--- src/design/wph_pkg.sv ---
`timescale 1ns / 1ps
`default_nettype none

package wph_pkg;

  // Result kinds
  localparam logic [1:0] KIND_PAYLOAD = 2'd0;
  localparam logic [1:0] KIND_SUMMARY = 2'd1;
  localparam logic [1:0] KIND_ERROR   = 2'd2;

  // Format codes
  localparam logic [2:0] FMT_NONE     = 3'd0;
  localparam logic [2:0] FMT_MONO8    = 3'd1;
  localparam logic [2:0] FMT_MONO16   = 3'd2;
  localparam logic [2:0] FMT_STEREO8  = 3'd3;
  localparam logic [2:0] FMT_STEREO16 = 3'd4;

  // Error codes
  localparam logic [2:0] ERR_TOO_SMALL = 3'd0;
  localparam logic [2:0] ERR_NO_RIFF   = 3'd1;
  localparam logic [2:0] ERR_NO_WAVE   = 3'd2;
  localparam logic [2:0] ERR_OVERRUN   = 3'd3;
  localparam logic [2:0] ERR_FMT_SIZE  = 3'd4;
  localparam logic [2:0] ERR_NOT_PCM   = 3'd5;
  localparam logic [2:0] ERR_BITS      = 3'd6;
  localparam logic [2:0] ERR_CHANNELS  = 3'd7;

  // Tags, big-endian in the order the bytes arrive
  localparam logic [31:0] TAG_RIFF = 32'h52494646;
  localparam logic [31:0] TAG_WAVE = 32'h57415645;
  localparam logic [31:0] TAG_FMT  = 32'h666D7420;
  localparam logic [31:0] TAG_DATA = 32'h64617461;

  // File layout
  localparam logic [31:0] RIFF_END      = 32'd3;
  localparam logic [31:0] SIZE_END      = 32'd7;
  localparam logic [31:0] WAVE_END      = 32'd11;
  localparam logic [31:0] HDR_MIN       = 32'd12;
  localparam logic [32:0] CHUNK_HDR_LEN = 33'd8;
  localparam logic [31:0] FMT_LEN       = 32'd16;

  // Result buffer
  localparam int unsigned FIFO_AW    = 2;
  localparam int unsigned FIFO_DEPTH = 1 << FIFO_AW;

  typedef struct packed {
    logic [1:0]  kind;
    logic [7:0]  payload;
    logic [2:0]  fmt;
    logic [2:0]  err;
    logic [31:0] data_size;
    logic [31:0] rate;
    logic [15:0] bits;
    logic [15:0] channels;
    logic        last;
  } wph_result_t;

  // Results of one byte, in order; count is 0, 1 or 2
  typedef struct packed {
    logic [1:0]  count;
    wph_result_t r0;
    wph_result_t r1;
  } wph_push_t;

  // Pick one byte of a four-character tag
  function automatic logic [7:0] tag_char(input logic [31:0] tag, input logic [1:0] idx);
    logic [7:0] c;
    case (idx)
      2'd0:    c = tag[31:24];
      2'd1:    c = tag[23:16];
      2'd2:    c = tag[15:8];
      default: c = tag[7:0];
    endcase
    return c;
  endfunction

endpackage

`default_nettype wire

--- src/design/wph_core.sv ---
`timescale 1ns / 1ps
`default_nettype none

module wph_core import wph_pkg::*; (
  input  wire logic        clk_i,
  input  wire logic        rst_ni,
  input  wire logic        advance_i,
  input  wire logic [7:0]  byte_i,
  input  wire logic [31:0] len_i,
  output wph_push_t        push_o
);

  localparam logic [2:0] PH_RIFF   = 3'd0;
  localparam logic [2:0] PH_SIZE   = 3'd1;
  localparam logic [2:0] PH_WAVE   = 3'd2;
  localparam logic [2:0] PH_HEADER = 3'd3;
  localparam logic [2:0] PH_BODY   = 3'd4;
  localparam logic [2:0] PH_TAIL   = 3'd5;
  localparam logic [2:0] PH_HALT   = 3'd6;

  logic [2:0]  phase_q, phase_d;
  logic [31:0] pos_q, pos_d;
  logic [31:0] tag_q, tag_d;
  logic [31:0] clen_q, clen_d;
  logic [31:0] rem_q, rem_d;
  logic [15:0] ch_q, ch_d;
  logic [31:0] rate_q, rate_d;
  logic [15:0] bits_q, bits_d;
  logic [2:0]  fmt_q, fmt_d;
  logic [31:0] ds_q, ds_d;

  logic        live;
  logic        final_byte;
  logic        err_hit;
  logic [2:0]  err_code;
  logic        pay_hit;
  logic        sum_hit;
  logic [3:0]  rem_eff;
  logic [3:0]  rem_left;
  logic [31:0] tag_w;
  logic [31:0] clen_w;
  logic [31:0] off;
  logic [15:0] bits_w;
  wph_result_t c_res;
  wph_result_t s_res;

  assign live       = advance_i && (pos_q < len_i);
  assign final_byte = ({1'b0, pos_q} + 33'd1) == {1'b0, len_i};
  assign off        = clen_q - rem_q;

  // Parse one byte and work out the next state
  always_comb begin
    phase_d  = phase_q;
    pos_d    = pos_q;
    tag_d    = tag_q;
    clen_d   = clen_q;
    rem_d    = rem_q;
    ch_d     = ch_q;
    rate_d   = rate_q;
    bits_d   = bits_q;
    fmt_d    = fmt_q;
    ds_d     = ds_q;
    err_hit  = 1'b0;
    err_code = ERR_TOO_SMALL;
    pay_hit  = 1'b0;
    rem_eff  = 4'd0;
    rem_left = 4'd0;
    tag_w    = tag_q;
    clen_w   = clen_q;
    bits_w   = bits_q;
    if (live) begin
      pos_d = pos_q + 32'd1;
      case (phase_q)
        PH_RIFF: begin
          if (pos_q == '0 && len_i < HDR_MIN) begin
            err_hit  = 1'b1;
            err_code = ERR_TOO_SMALL;
          end else if (byte_i != tag_char(TAG_RIFF, pos_q[1:0])) begin
            err_hit  = 1'b1;
            err_code = ERR_NO_RIFF;
          end else if (pos_q >= RIFF_END) begin
            phase_d = PH_SIZE;
          end
        end
        PH_SIZE: begin
          if (pos_q >= SIZE_END) begin
            phase_d = PH_WAVE;
          end
        end
        PH_WAVE: begin
          if (byte_i != tag_char(TAG_WAVE, pos_q[1:0])) begin
            err_hit  = 1'b1;
            err_code = ERR_NO_WAVE;
          end else if (pos_q >= WAVE_END) begin
            phase_d = PH_HEADER;
            rem_d   = '0;
          end
        end
        PH_HEADER: begin
          if (rem_q == '0 && ({1'b0, pos_q} + CHUNK_HDR_LEN) > {1'b0, len_i}) begin
            // Tail too short for a header: ignore the rest
            phase_d = PH_TAIL;
          end else begin
            if (rem_q == '0) begin
              rem_eff = 4'd8;
              tag_w   = '0;
              clen_w  = '0;
            end else begin
              rem_eff = rem_q[3:0];
            end
            // First four bytes are the tag, the next four the length
            if (rem_eff > 4'd4) begin
              tag_w = {tag_w[23:0], byte_i};
            end else begin
              case (rem_eff)
                4'd4:    clen_w[7:0]   = byte_i;
                4'd3:    clen_w[15:8]  = byte_i;
                4'd2:    clen_w[23:16] = byte_i;
                default: clen_w[31:24] = byte_i;
              endcase
            end
            rem_left = rem_eff - 4'd1;
            tag_d    = tag_w;
            clen_d   = clen_w;
            rem_d    = {28'd0, rem_left};
            if (rem_left == 4'd0) begin
              if (({2'b0, pos_q} + 34'd1 + {2'b0, clen_w}) > {2'b0, len_i}) begin
                err_hit  = 1'b1;
                err_code = ERR_OVERRUN;
              end else if (tag_w == TAG_FMT && clen_w != FMT_LEN) begin
                err_hit  = 1'b1;
                err_code = ERR_FMT_SIZE;
              end else begin
                if (tag_w == TAG_DATA) begin
                  ds_d = clen_w;
                end
                if (clen_w != '0) begin
                  phase_d = PH_BODY;
                  rem_d   = clen_w;
                end
              end
            end
          end
        end
        PH_BODY: begin
          rem_d = rem_q - 32'd1;
          if (rem_q == 32'd1) begin
            phase_d = PH_HEADER;
          end
          if (tag_q == TAG_DATA) begin
            pay_hit = 1'b1;
          end else if (tag_q == TAG_FMT) begin
            // fmt body is exactly sixteen bytes, so the low offset bits suffice
            case (off[3:0])
              4'd0: bits_d = {8'd0, byte_i};
              4'd1: begin
                bits_w = {byte_i, bits_q[7:0]};
                bits_d = bits_w;
                if (bits_w != 16'd1) begin
                  err_hit  = 1'b1;
                  err_code = ERR_NOT_PCM;
                end
              end
              4'd2: ch_d = {8'd0, byte_i};
              4'd3: ch_d = {byte_i, ch_q[7:0]};
              4'd4: rate_d = {24'd0, byte_i};
              4'd5: rate_d = {16'd0, byte_i, rate_q[7:0]};
              4'd6: rate_d = {8'd0, byte_i, rate_q[15:0]};
              4'd7: rate_d = {byte_i, rate_q[23:0]};
              4'd14: bits_d = {8'd0, byte_i};
              4'd15: begin
                bits_w = {byte_i, bits_q[7:0]};
                bits_d = bits_w;
                if (ch_q != 16'd1 && ch_q != 16'd2) begin
                  err_hit  = 1'b1;
                  err_code = ERR_CHANNELS;
                end else if (bits_w != 16'd8 && bits_w != 16'd16) begin
                  err_hit  = 1'b1;
                  err_code = ERR_BITS;
                end else if (ch_q == 16'd1) begin
                  fmt_d = (bits_w == 16'd16) ? FMT_MONO16 : FMT_MONO8;
                end else begin
                  fmt_d = (bits_w == 16'd16) ? FMT_STEREO16 : FMT_STEREO8;
                end
              end
              default: ;
            endcase
          end
        end
        default: ;
      endcase
      // The first error halts the parse for the rest of the file
      if (err_hit) begin
        phase_d = PH_HALT;
      end
    end
  end

  assign sum_hit = live && final_byte && (phase_d != PH_HALT);

  // Assemble the result records
  always_comb begin
    c_res          = '0;
    c_res.kind     = err_hit ? KIND_ERROR : KIND_PAYLOAD;
    c_res.payload  = err_hit ? 8'd0 : byte_i;
    c_res.fmt      = err_hit ? FMT_NONE : fmt_q;
    c_res.err      = err_hit ? err_code : 3'd0;
    c_res.last     = !sum_hit;
    s_res           = '0;
    s_res.kind      = KIND_SUMMARY;
    s_res.fmt       = fmt_d;
    s_res.data_size = ds_d;
    s_res.rate      = rate_d;
    s_res.bits      = bits_d;
    s_res.channels  = ch_d;
    s_res.last      = 1'b1;
  end

  always_comb begin
    push_o = '0;
    if (err_hit || pay_hit) begin
      push_o.r0    = c_res;
      push_o.r1    = s_res;
      push_o.count = sum_hit ? 2'd2 : 2'd1;
    end else if (sum_hit) begin
      push_o.r0    = s_res;
      push_o.count = 2'd1;
    end
  end

  // Hold parse state
  always_ff @(posedge clk_i or negedge rst_ni) begin
    if (!rst_ni) begin
      phase_q <= PH_RIFF;
      pos_q   <= '0;
      tag_q   <= '0;
      clen_q  <= '0;
      rem_q   <= '0;
      ch_q    <= '0;
      rate_q  <= '0;
      bits_q  <= '0;
      fmt_q   <= FMT_NONE;
      ds_q    <= '0;
    end else begin
      phase_q <= phase_d;
      pos_q   <= pos_d;
      tag_q   <= tag_d;
      clen_q  <= clen_d;
      rem_q   <= rem_d;
      ch_q    <= ch_d;
      rate_q  <= rate_d;
      bits_q  <= bits_d;
      fmt_q   <= fmt_d;
      ds_q    <= ds_d;
    end
  end

  a_no_result_idle: assert property (@(posedge clk_i) disable iff (!rst_ni)
    (push_o.count != 2'd0) |-> advance_i)
    else $error("result produced without a byte in flight");

  a_halt_sticky: assert property (@(posedge clk_i) disable iff (!rst_ni)
    (phase_q == PH_HALT) |=> (phase_q == PH_HALT))
    else $error("parser left the halted phase");

  a_pair_ends_summary: assert property (@(posedge clk_i) disable iff (!rst_ni)
    (push_o.count == 2'd2) |-> (push_o.r0.kind == KIND_PAYLOAD &&
                                push_o.r1.kind == KIND_SUMMARY))
    else $error("two results from one byte must be payload then summary");

endmodule

`default_nettype wire

--- src/design/wph_fifo.sv ---
`timescale 1ns / 1ps
`default_nettype none

module wph_fifo import wph_pkg::*; (
  input  wire logic      clk_i,
  input  wire logic      rst_ni,
  input  wire wph_push_t push_i,
  output logic           room_o,
  output wph_result_t    head_o,
  output logic           valid_o,
  input  wire logic      ready_i
);

  wph_result_t        mem_q [FIFO_DEPTH];
  logic [FIFO_AW-1:0] wr_ptr_q, wr_ptr_d;
  logic [FIFO_AW-1:0] rd_ptr_q, rd_ptr_d;
  logic [FIFO_AW:0]   count_q, count_d;
  logic               pop;

  assign valid_o = (count_q != '0);
  assign pop     = valid_o && ready_i;
  assign head_o  = mem_q[rd_ptr_q];
  // Room for the two results one byte can cause
  assign room_o  = count_q <= (FIFO_AW + 1)'(FIFO_DEPTH - 2);

  assign wr_ptr_d = wr_ptr_q + FIFO_AW'(push_i.count);
  assign rd_ptr_d = rd_ptr_q + FIFO_AW'(pop);
  assign count_d  = count_q + (FIFO_AW + 1)'(push_i.count) - (FIFO_AW + 1)'(pop);

  // Store pushed results in order
  always_ff @(posedge clk_i) begin
    if (push_i.count != 2'd0) begin
      mem_q[wr_ptr_q] <= push_i.r0;
    end
    if (push_i.count == 2'd2) begin
      mem_q[wr_ptr_q + FIFO_AW'(1)] <= push_i.r1;
    end
  end

  // Advance pointers and fill level
  always_ff @(posedge clk_i or negedge rst_ni) begin
    if (!rst_ni) begin
      wr_ptr_q <= '0;
      rd_ptr_q <= '0;
      count_q  <= '0;
    end else begin
      wr_ptr_q <= wr_ptr_d;
      rd_ptr_q <= rd_ptr_d;
      count_q  <= count_d;
    end
  end

  a_no_overflow: assert property (@(posedge clk_i) disable iff (!rst_ni)
    ({1'b0, count_q} + (FIFO_AW + 2)'(push_i.count)) <= (FIFO_AW + 2)'(FIFO_DEPTH))
    else $error("result buffer overflow");

  a_ptr_match: assert property (@(posedge clk_i) disable iff (!rst_ni)
    (FIFO_AW'(wr_ptr_q - rd_ptr_q) == count_q[FIFO_AW-1:0]))
    else $error("result buffer pointers disagree with fill level");

endmodule

`default_nettype wire

--- src/design/wav_pcm_header_parser.sv ---
`timescale 1ns / 1ps
`default_nettype none

// Path: a taken byte is held in the input register, then parsed when the result buffer
//   has room; its results are queued there until the master side takes them.
// Throughput: one byte per cycle while the result buffer has room; a data byte
//   ending the file yields two results, drained one per cycle while tready is high.
// Reset: asynchronous, active low; clears parse state, held fields, buffer and
//   file_length (0), so the parser restarts at the RIFF tag.
module wav_pcm_header_parser import wph_pkg::*; (
  input  wire logic         clk_i,
  input  wire logic         rst_ni,
  // file_length register
  input  wire logic         cfg_we_i,
  input  wire logic [31:0]  cfg_wdata_i,
  // byte input
  input  wire logic         s_axis_tvalid,
  output logic              s_axis_tready,
  input  wire logic [7:0]   s_axis_tdata,   // [7:0] byte_value
  // result output
  output logic              m_axis_tvalid,
  input  wire logic         m_axis_tready,
  // [7:0] payload_byte, [10:8] format_code, [13:11] error_code,
  // [45:14] data_size, [77:46] sample_rate, [93:78] bits_per_sample,
  // [109:94] channel_count, [111:110] zero
  output logic [111:0]      m_axis_tdata,
  output logic [1:0]        m_axis_tuser,   // [1:0] result_kind
  output logic              m_axis_tlast    // last_of_run
);

  logic [31:0]  len_q;
  logic [7:0]   byte_q;
  logic         in_valid_q, in_valid_d;
  logic         room;
  logic         advance;
  logic         accept;
  wph_push_t    push;
  wph_result_t  head;

  assign advance       = in_valid_q && room;
  assign s_axis_tready = !in_valid_q || room;
  assign accept        = s_axis_tvalid && s_axis_tready;
  assign in_valid_d    = accept ? 1'b1 : (advance ? 1'b0 : in_valid_q);

  // Hold file length and the input stage
  always_ff @(posedge clk_i or negedge rst_ni) begin
    if (!rst_ni) begin
      len_q      <= '0;
      in_valid_q <= 1'b0;
    end else begin
      if (cfg_we_i) begin
        len_q <= cfg_wdata_i;
      end
      in_valid_q <= in_valid_d;
    end
  end

  always_ff @(posedge clk_i) begin
    if (accept) begin
      byte_q <= s_axis_tdata;
    end
  end

  wph_core u_core (
    .clk_i     (clk_i),
    .rst_ni    (rst_ni),
    .advance_i (advance),
    .byte_i    (byte_q),
    .len_i     (len_q),
    .push_o    (push)
  );

  wph_fifo u_fifo (
    .clk_i   (clk_i),
    .rst_ni  (rst_ni),
    .push_i  (push),
    .room_o  (room),
    .head_o  (head),
    .valid_o (m_axis_tvalid),
    .ready_i (m_axis_tready)
  );

  // Pack the head result onto the master side
  assign m_axis_tdata = {2'b00, head.channels, head.bits, head.rate, head.data_size,
                         head.err, head.fmt, head.payload};
  assign m_axis_tuser = head.kind;
  assign m_axis_tlast = head.last;

endmodule

`default_nettype wire

--- config.mk ---
export PLATFORM = sky130hd
export DESIGN_NAME = wav_pcm_header_parser
export DESIGN_NICKNAME = d
export VERILOG_FILES = /design/src/design/wph_pkg.sv /design/src/design/wph_core.sv /design/src/design/wph_fifo.sv /design/src/design/wav_pcm_header_parser.sv
export SDC_FILE = /design/constraint.sdc
export NUM_CORES = 2
export LEC_CHECK = 0
export ABC_AREA = 1
export ABC_CLOCK_PERIOD_IN_PS = 10680
export BUFFER_PORTS_ARGS = -buffer_cell sky130_fd_sc_hd__buf_2
export CORE_ASPECT_RATIO = 0.9
export CORE_MARGIN = 4
export CORE_UTILIZATION = 57
export CTS_CLUSTER_SIZE = 25
export DETAILED_ROUTE_END_ITERATION = 8
export HOLD_SLACK_MARGIN = 0.03
export PLACE_DENSITY = 0.77
export SLEW_MARGIN = 20
export SYNTH_ARGS = -nofsm -noshare
export SYNTH_HDL_FRONTEND = slang
export SYNTH_SLANG_ARGS = --single-unit
--- constraint.sdc ---
create_clock -name clk_i -period 10.68 [get_ports clk_i]
set_input_delay 2.136 -clock clk_i [delete_from_list [all_inputs] [get_ports clk_i]]
set_output_delay 2.136 -clock clk_i [all_outputs]
set_load 0.005 [all_outputs]
==> summary.md <==
| Metric | Value |
|---|---|
| Routed wire length | around 140,000 um |
| Post-CTS Repair Setup Buffers | 0 |
| Clk slew on worst S/H paths | approximately 0.06 ns |
| Post-CTS Hold Buffers | 0 |
| Port bufs | 159 |
| Syn avg cell area | between 8 and 9 um^2 |
| I/O Pins | ~160 |
| Sink Count | 730 |
| Main synth FF type | edfxtp_1 |
| Slowest stage cell, crit path | dfrtp_1 |
| Worst-Skew Late Latency | between 0.6 and 0.7 ns |
| Worst slew margin | 0.242 |
| YS warnings | 0 |
| Reg-to-Reg End | u_fifo.mem_q[1][54]$_DFFE_PP_ |
| Final design utilization | 0.633 |
| Vias in the first global route | 35,000 |
| Pwr per Cell Area | 222 nW/um^2 |
| Pins over their slew limit | 0 |
| FF+latch count, synth | 730 |
| CP Capture Type | flop |
| Root Driver | clkbuf_16 |
| Crit Path Max Fanout | 51 |
| Reg2reg path depth | 47 |
| Cells after synthesis | 4,929 |
| Mux cell area share after synthesis | 0.000753 |
| Worst min path class | reg2reg |
| Fill cell count | 6,022 |
| Status | finished, final reports clean |
| Vias per Instance | 6.40 |
| Pin count of the biggest net entering global routing | 198 |
| Fin crit period | a little under 10 ns |
| CORE AREA | 71,900 um^2 |
| Setup TNS | 0 ns |
| Hold Violations, Final | 0 |
| Crit path top cell by count | nand2_1 |
| CTS tree | yes |
| # DRC | 0 |
| Starting Density | 0.578 |
| Adder-Cell Fraction of Synth Area | 0.0457 |
| Leakage | roughly 0.018 uW |
| Simple-Gate Fraction of Synth Area | 0.194 |
| Post-synth EDFFs | around 400 |
| Wire length of the first global-routing pass | ~210,000 um |
| H-Tree Depth | 3 |
| Compound-gate portion of the synthesized area | 0.173 |
| # resized after CTS | 0 |
| Critical path launch point type | flop |
| Critical path class | reg2reg |
| Worst vdd ir | around 0.22 mV |
| Drt initial violations | roughly 5,800 |
| GRT overflow | 0 |
| Ys async rst share | 0.370 |
| Worst Setup EP | u_fifo.mem_q[1][54]$_DFFE_PP_ |
| Critical Path AT | 10.36 ns |
| Final period utilization | 0.925 |
| Max-cap violations | 0 |
| Die Area | ~77,000 um^2 |
| Dpl hpwl | 90,400 um |
| DRT Pass-1 Iters | 8 |
| ANT nets after route | 0 |
| Fin nets | roughly 5,100 |
| Sequential share of the synthesized area | 0.483 |
| Reg2reg start | u_core.rem_q[1]$_DFFE_PN0P_ |
| Die H | 264 um |
| Max Clk Rate | slightly above 0.1 GHz |
| Layout cells sized above 1 | 0.0867 |
| Slew @ Worst Pin | 1.14 ns |
| DIE WIDTH | 293 um |
| Buffer depth of the longest clock path | 3 |
| Total track usage | 0.342 |
| # setup viols final | 0 |
| Core Rows | 93 |
| Xor/xnor share of the synthesized area | 0.0242 |
| P&R area growth vs syn | 9.53% |
| Wire length per cell | approximately 23 um |
| Total number of vias | between 30,000 and 40,000 |
| Initial antenna violation count | 9 |
| RSZ-0062 raised after global routing | false |
| Slowest stage delay, CP | 0.55 ns |
| Final Skew | 0.0343 ns |
| CP startpoint | u_core.rem_q[1]$_DFFE_PN0P_ |
| Synthesized cell area | between 40,000 and 50,000 um^2 |
| Required time of the critical path | between 10 and 15 ns |
| Combinational family with the most area after synthesis | simple AND/OR/NAND/NOR gates |
| TritonCTS Buffers | 78 |
| Final Wtd Congestion | 1.01 |
| Netlist cell types | between 70 and 80 |
| FF-to-FF setup slack | roughly 0.80 ns |
## kinds of logic (layout without fill, tap and decap cells)
family | count (synthesis) | count (layout)
xor+xnor | 115 | 115
fa+ha+maj | 150 | 150
buf+inv | 796 | 870
simple gates | 1821 | 1821
mux | 3 | 3
other cells | 1 | 10
flops | 730 | 730
compound gates | 1313 | 1313
## cell usage in the layout (no fill, tap or decap), types with 151 or more instances in the layout
cell type,count
nor2_1,484
inv_1,477
buf_2,158
dfrtp_1,268
nand2_1,729
nand3_1,307
a21oi_1,301
o21ai_1,151
o21ai_0,584
edfxtp_1,412
## final cells by class
cell class | instances | area [um^2] | share of cell area
multi-input cells | 3404 | 18300 | 0.402
well taps | 950 | 1190 | 0.0261
clock buffers | 101 | 2140 | 0.0470
clock inverters | 43 | 435 | 0.00957
repair buffers | 225 | 1470 | 0.0322
diodes | 8 | 20.0 | 0.000440
inverters | 501 | 1890 | 0.0415
flip-flops and latches | 730 | 20100 | 0.442
## critical path, delay by kind of cell, from the launching register on
kind / cells / cell delay (ns)
AND/OR/NAND/NOR: 27 / 4.83
XOR/XNOR: 1 / 0.16
flip-flops: 1 / 0.55
buffers and inverters: 6 / 1.22
adder cells (fa/ha/maj): 4 / 1.07
AO/OA/AOI/OAI: 9 / 1.81
## metal layers
metal	part of all wire	wire, um	GRT usage
met5	0.00023	31	0
met2	0.43	58800	0.494
met1	0.40	55400	0.501
met4	0.037	5050	0.124
met3	0.13	17900	0.0858
## Yosys cell counts, drive strengths merged, types with 3 or more instances
library cell    n  area (um^2)
a21oi         301         1510
fa              3         60.1
xor2           97          850
o22ai         131          820
nand3         315         1620
a32oi          24          210
buf           102          662
a21boi          8         60.1
o21a           11         82.6
o21bai          6         48.8
xnor2          18          158
a21o            7         52.6
dfrtp         270         6760
o31ai           5         37.5
o211ai          6         58.8
inv           490         1840
o2111ai         4         35.0
o32ai           4         35.0
a22oi          20          150
ha            147         1840
edfxtp        412        12400
nand3b          5         37.5
nand4         141          912
nand2         749         2880
a211oi          6         45.0
nor2          502         1970
nor4           28          175
o221ai          3         26.3
clkinv         11         41.3
and2            5         31.3
clkbuf        193          726
o21ai         743         3760
a32o            6         60.1
nor3           60          317
dfxtp          48          961
a31oi          18          113
or2             8         50.1
## flip-flops by register name, summed over array words and instances (netlist names), 2 cells and up
name and count:
u_fifo.mem_q 452, len_q 32, u_core.clen_q 32, u_core.ds_q 32
u_core.pos_q 32, u_core.rate_q 32, u_core.rem_q 32, u_core.tag_q 32
u_core.bits_q 16, u_core.ch_q 16, byte_q 8, u_core.fmt_q 3
u_core.phase_q 3, u_fifo.count_q 3, u_fifo.rd_ptr_q 2, u_fifo.wr_ptr_q 2
## where the power goes
| group | leakage [uW] | internal, uW | switching, uW |
|---|---|---|---|
| clock network | 0.00126 | 1580 | 1200 |
| logic | 0.00957 | 1160 | 2810 |
| registers | 0.00766 | 3150 | 234 |
| total | 0.0185 | 5880 | 4240 |
## how the worst min path moves through the flow
stage	cells after the start	start	to	slack (ns)
after detailed placement	2	u_fifo.mem_q[2][99]$_SDFFE_PP0P_	u_fifo.mem_q[2][99]$_SDFFE_PP0P_	0.44
after global routing	2	u_fifo.mem_q[1][110]$_SDFFE_PP0P_	u_fifo.mem_q[1][110]$_SDFFE_PP0P_	0.48
after floorplan	2	u_fifo.mem_q[1][103]$_SDFFE_PP0P_	u_fifo.mem_q[1][103]$_SDFFE_PP0P_	0.42
final	2	u_fifo.mem_q[1][103]$_SDFFE_PP0P_	u_fifo.mem_q[1][103]$_SDFFE_PP0P_	0.46
after CTS	2	u_fifo.mem_q[1][103]$_SDFFE_PP0P_	u_fifo.mem_q[1][103]$_SDFFE_PP0P_	0.45
after global placement	2	u_fifo.mem_q[1][108]$_SDFFE_PP0P_	u_fifo.mem_q[1][108]$_SDFFE_PP0P_	0.44
## per-stage QoR
step / instances / setup slack [ns] / area [um^2] / total power [uW] / hold slack, ns
6_report: 5962 / 0.799 / 45500 / 10100 / 0.456
5_1_grt: 5955 / 0.137 / 45500 / 10600 / 0.479
4_1_cts: 5954 / 0.861 / 45500 / 10000 / 0.455
3_5_place_dp: 5810 / 0.945 / 42900 / 7260 / 0.440
3_3_place_gp: 5810 / 1.16 / 42900 / 7210 / 0.435
2_1_floorplan: 4930 / 0.323 / 41600 / 5890 / 0.423
Power figures use the tool's default switching activity.
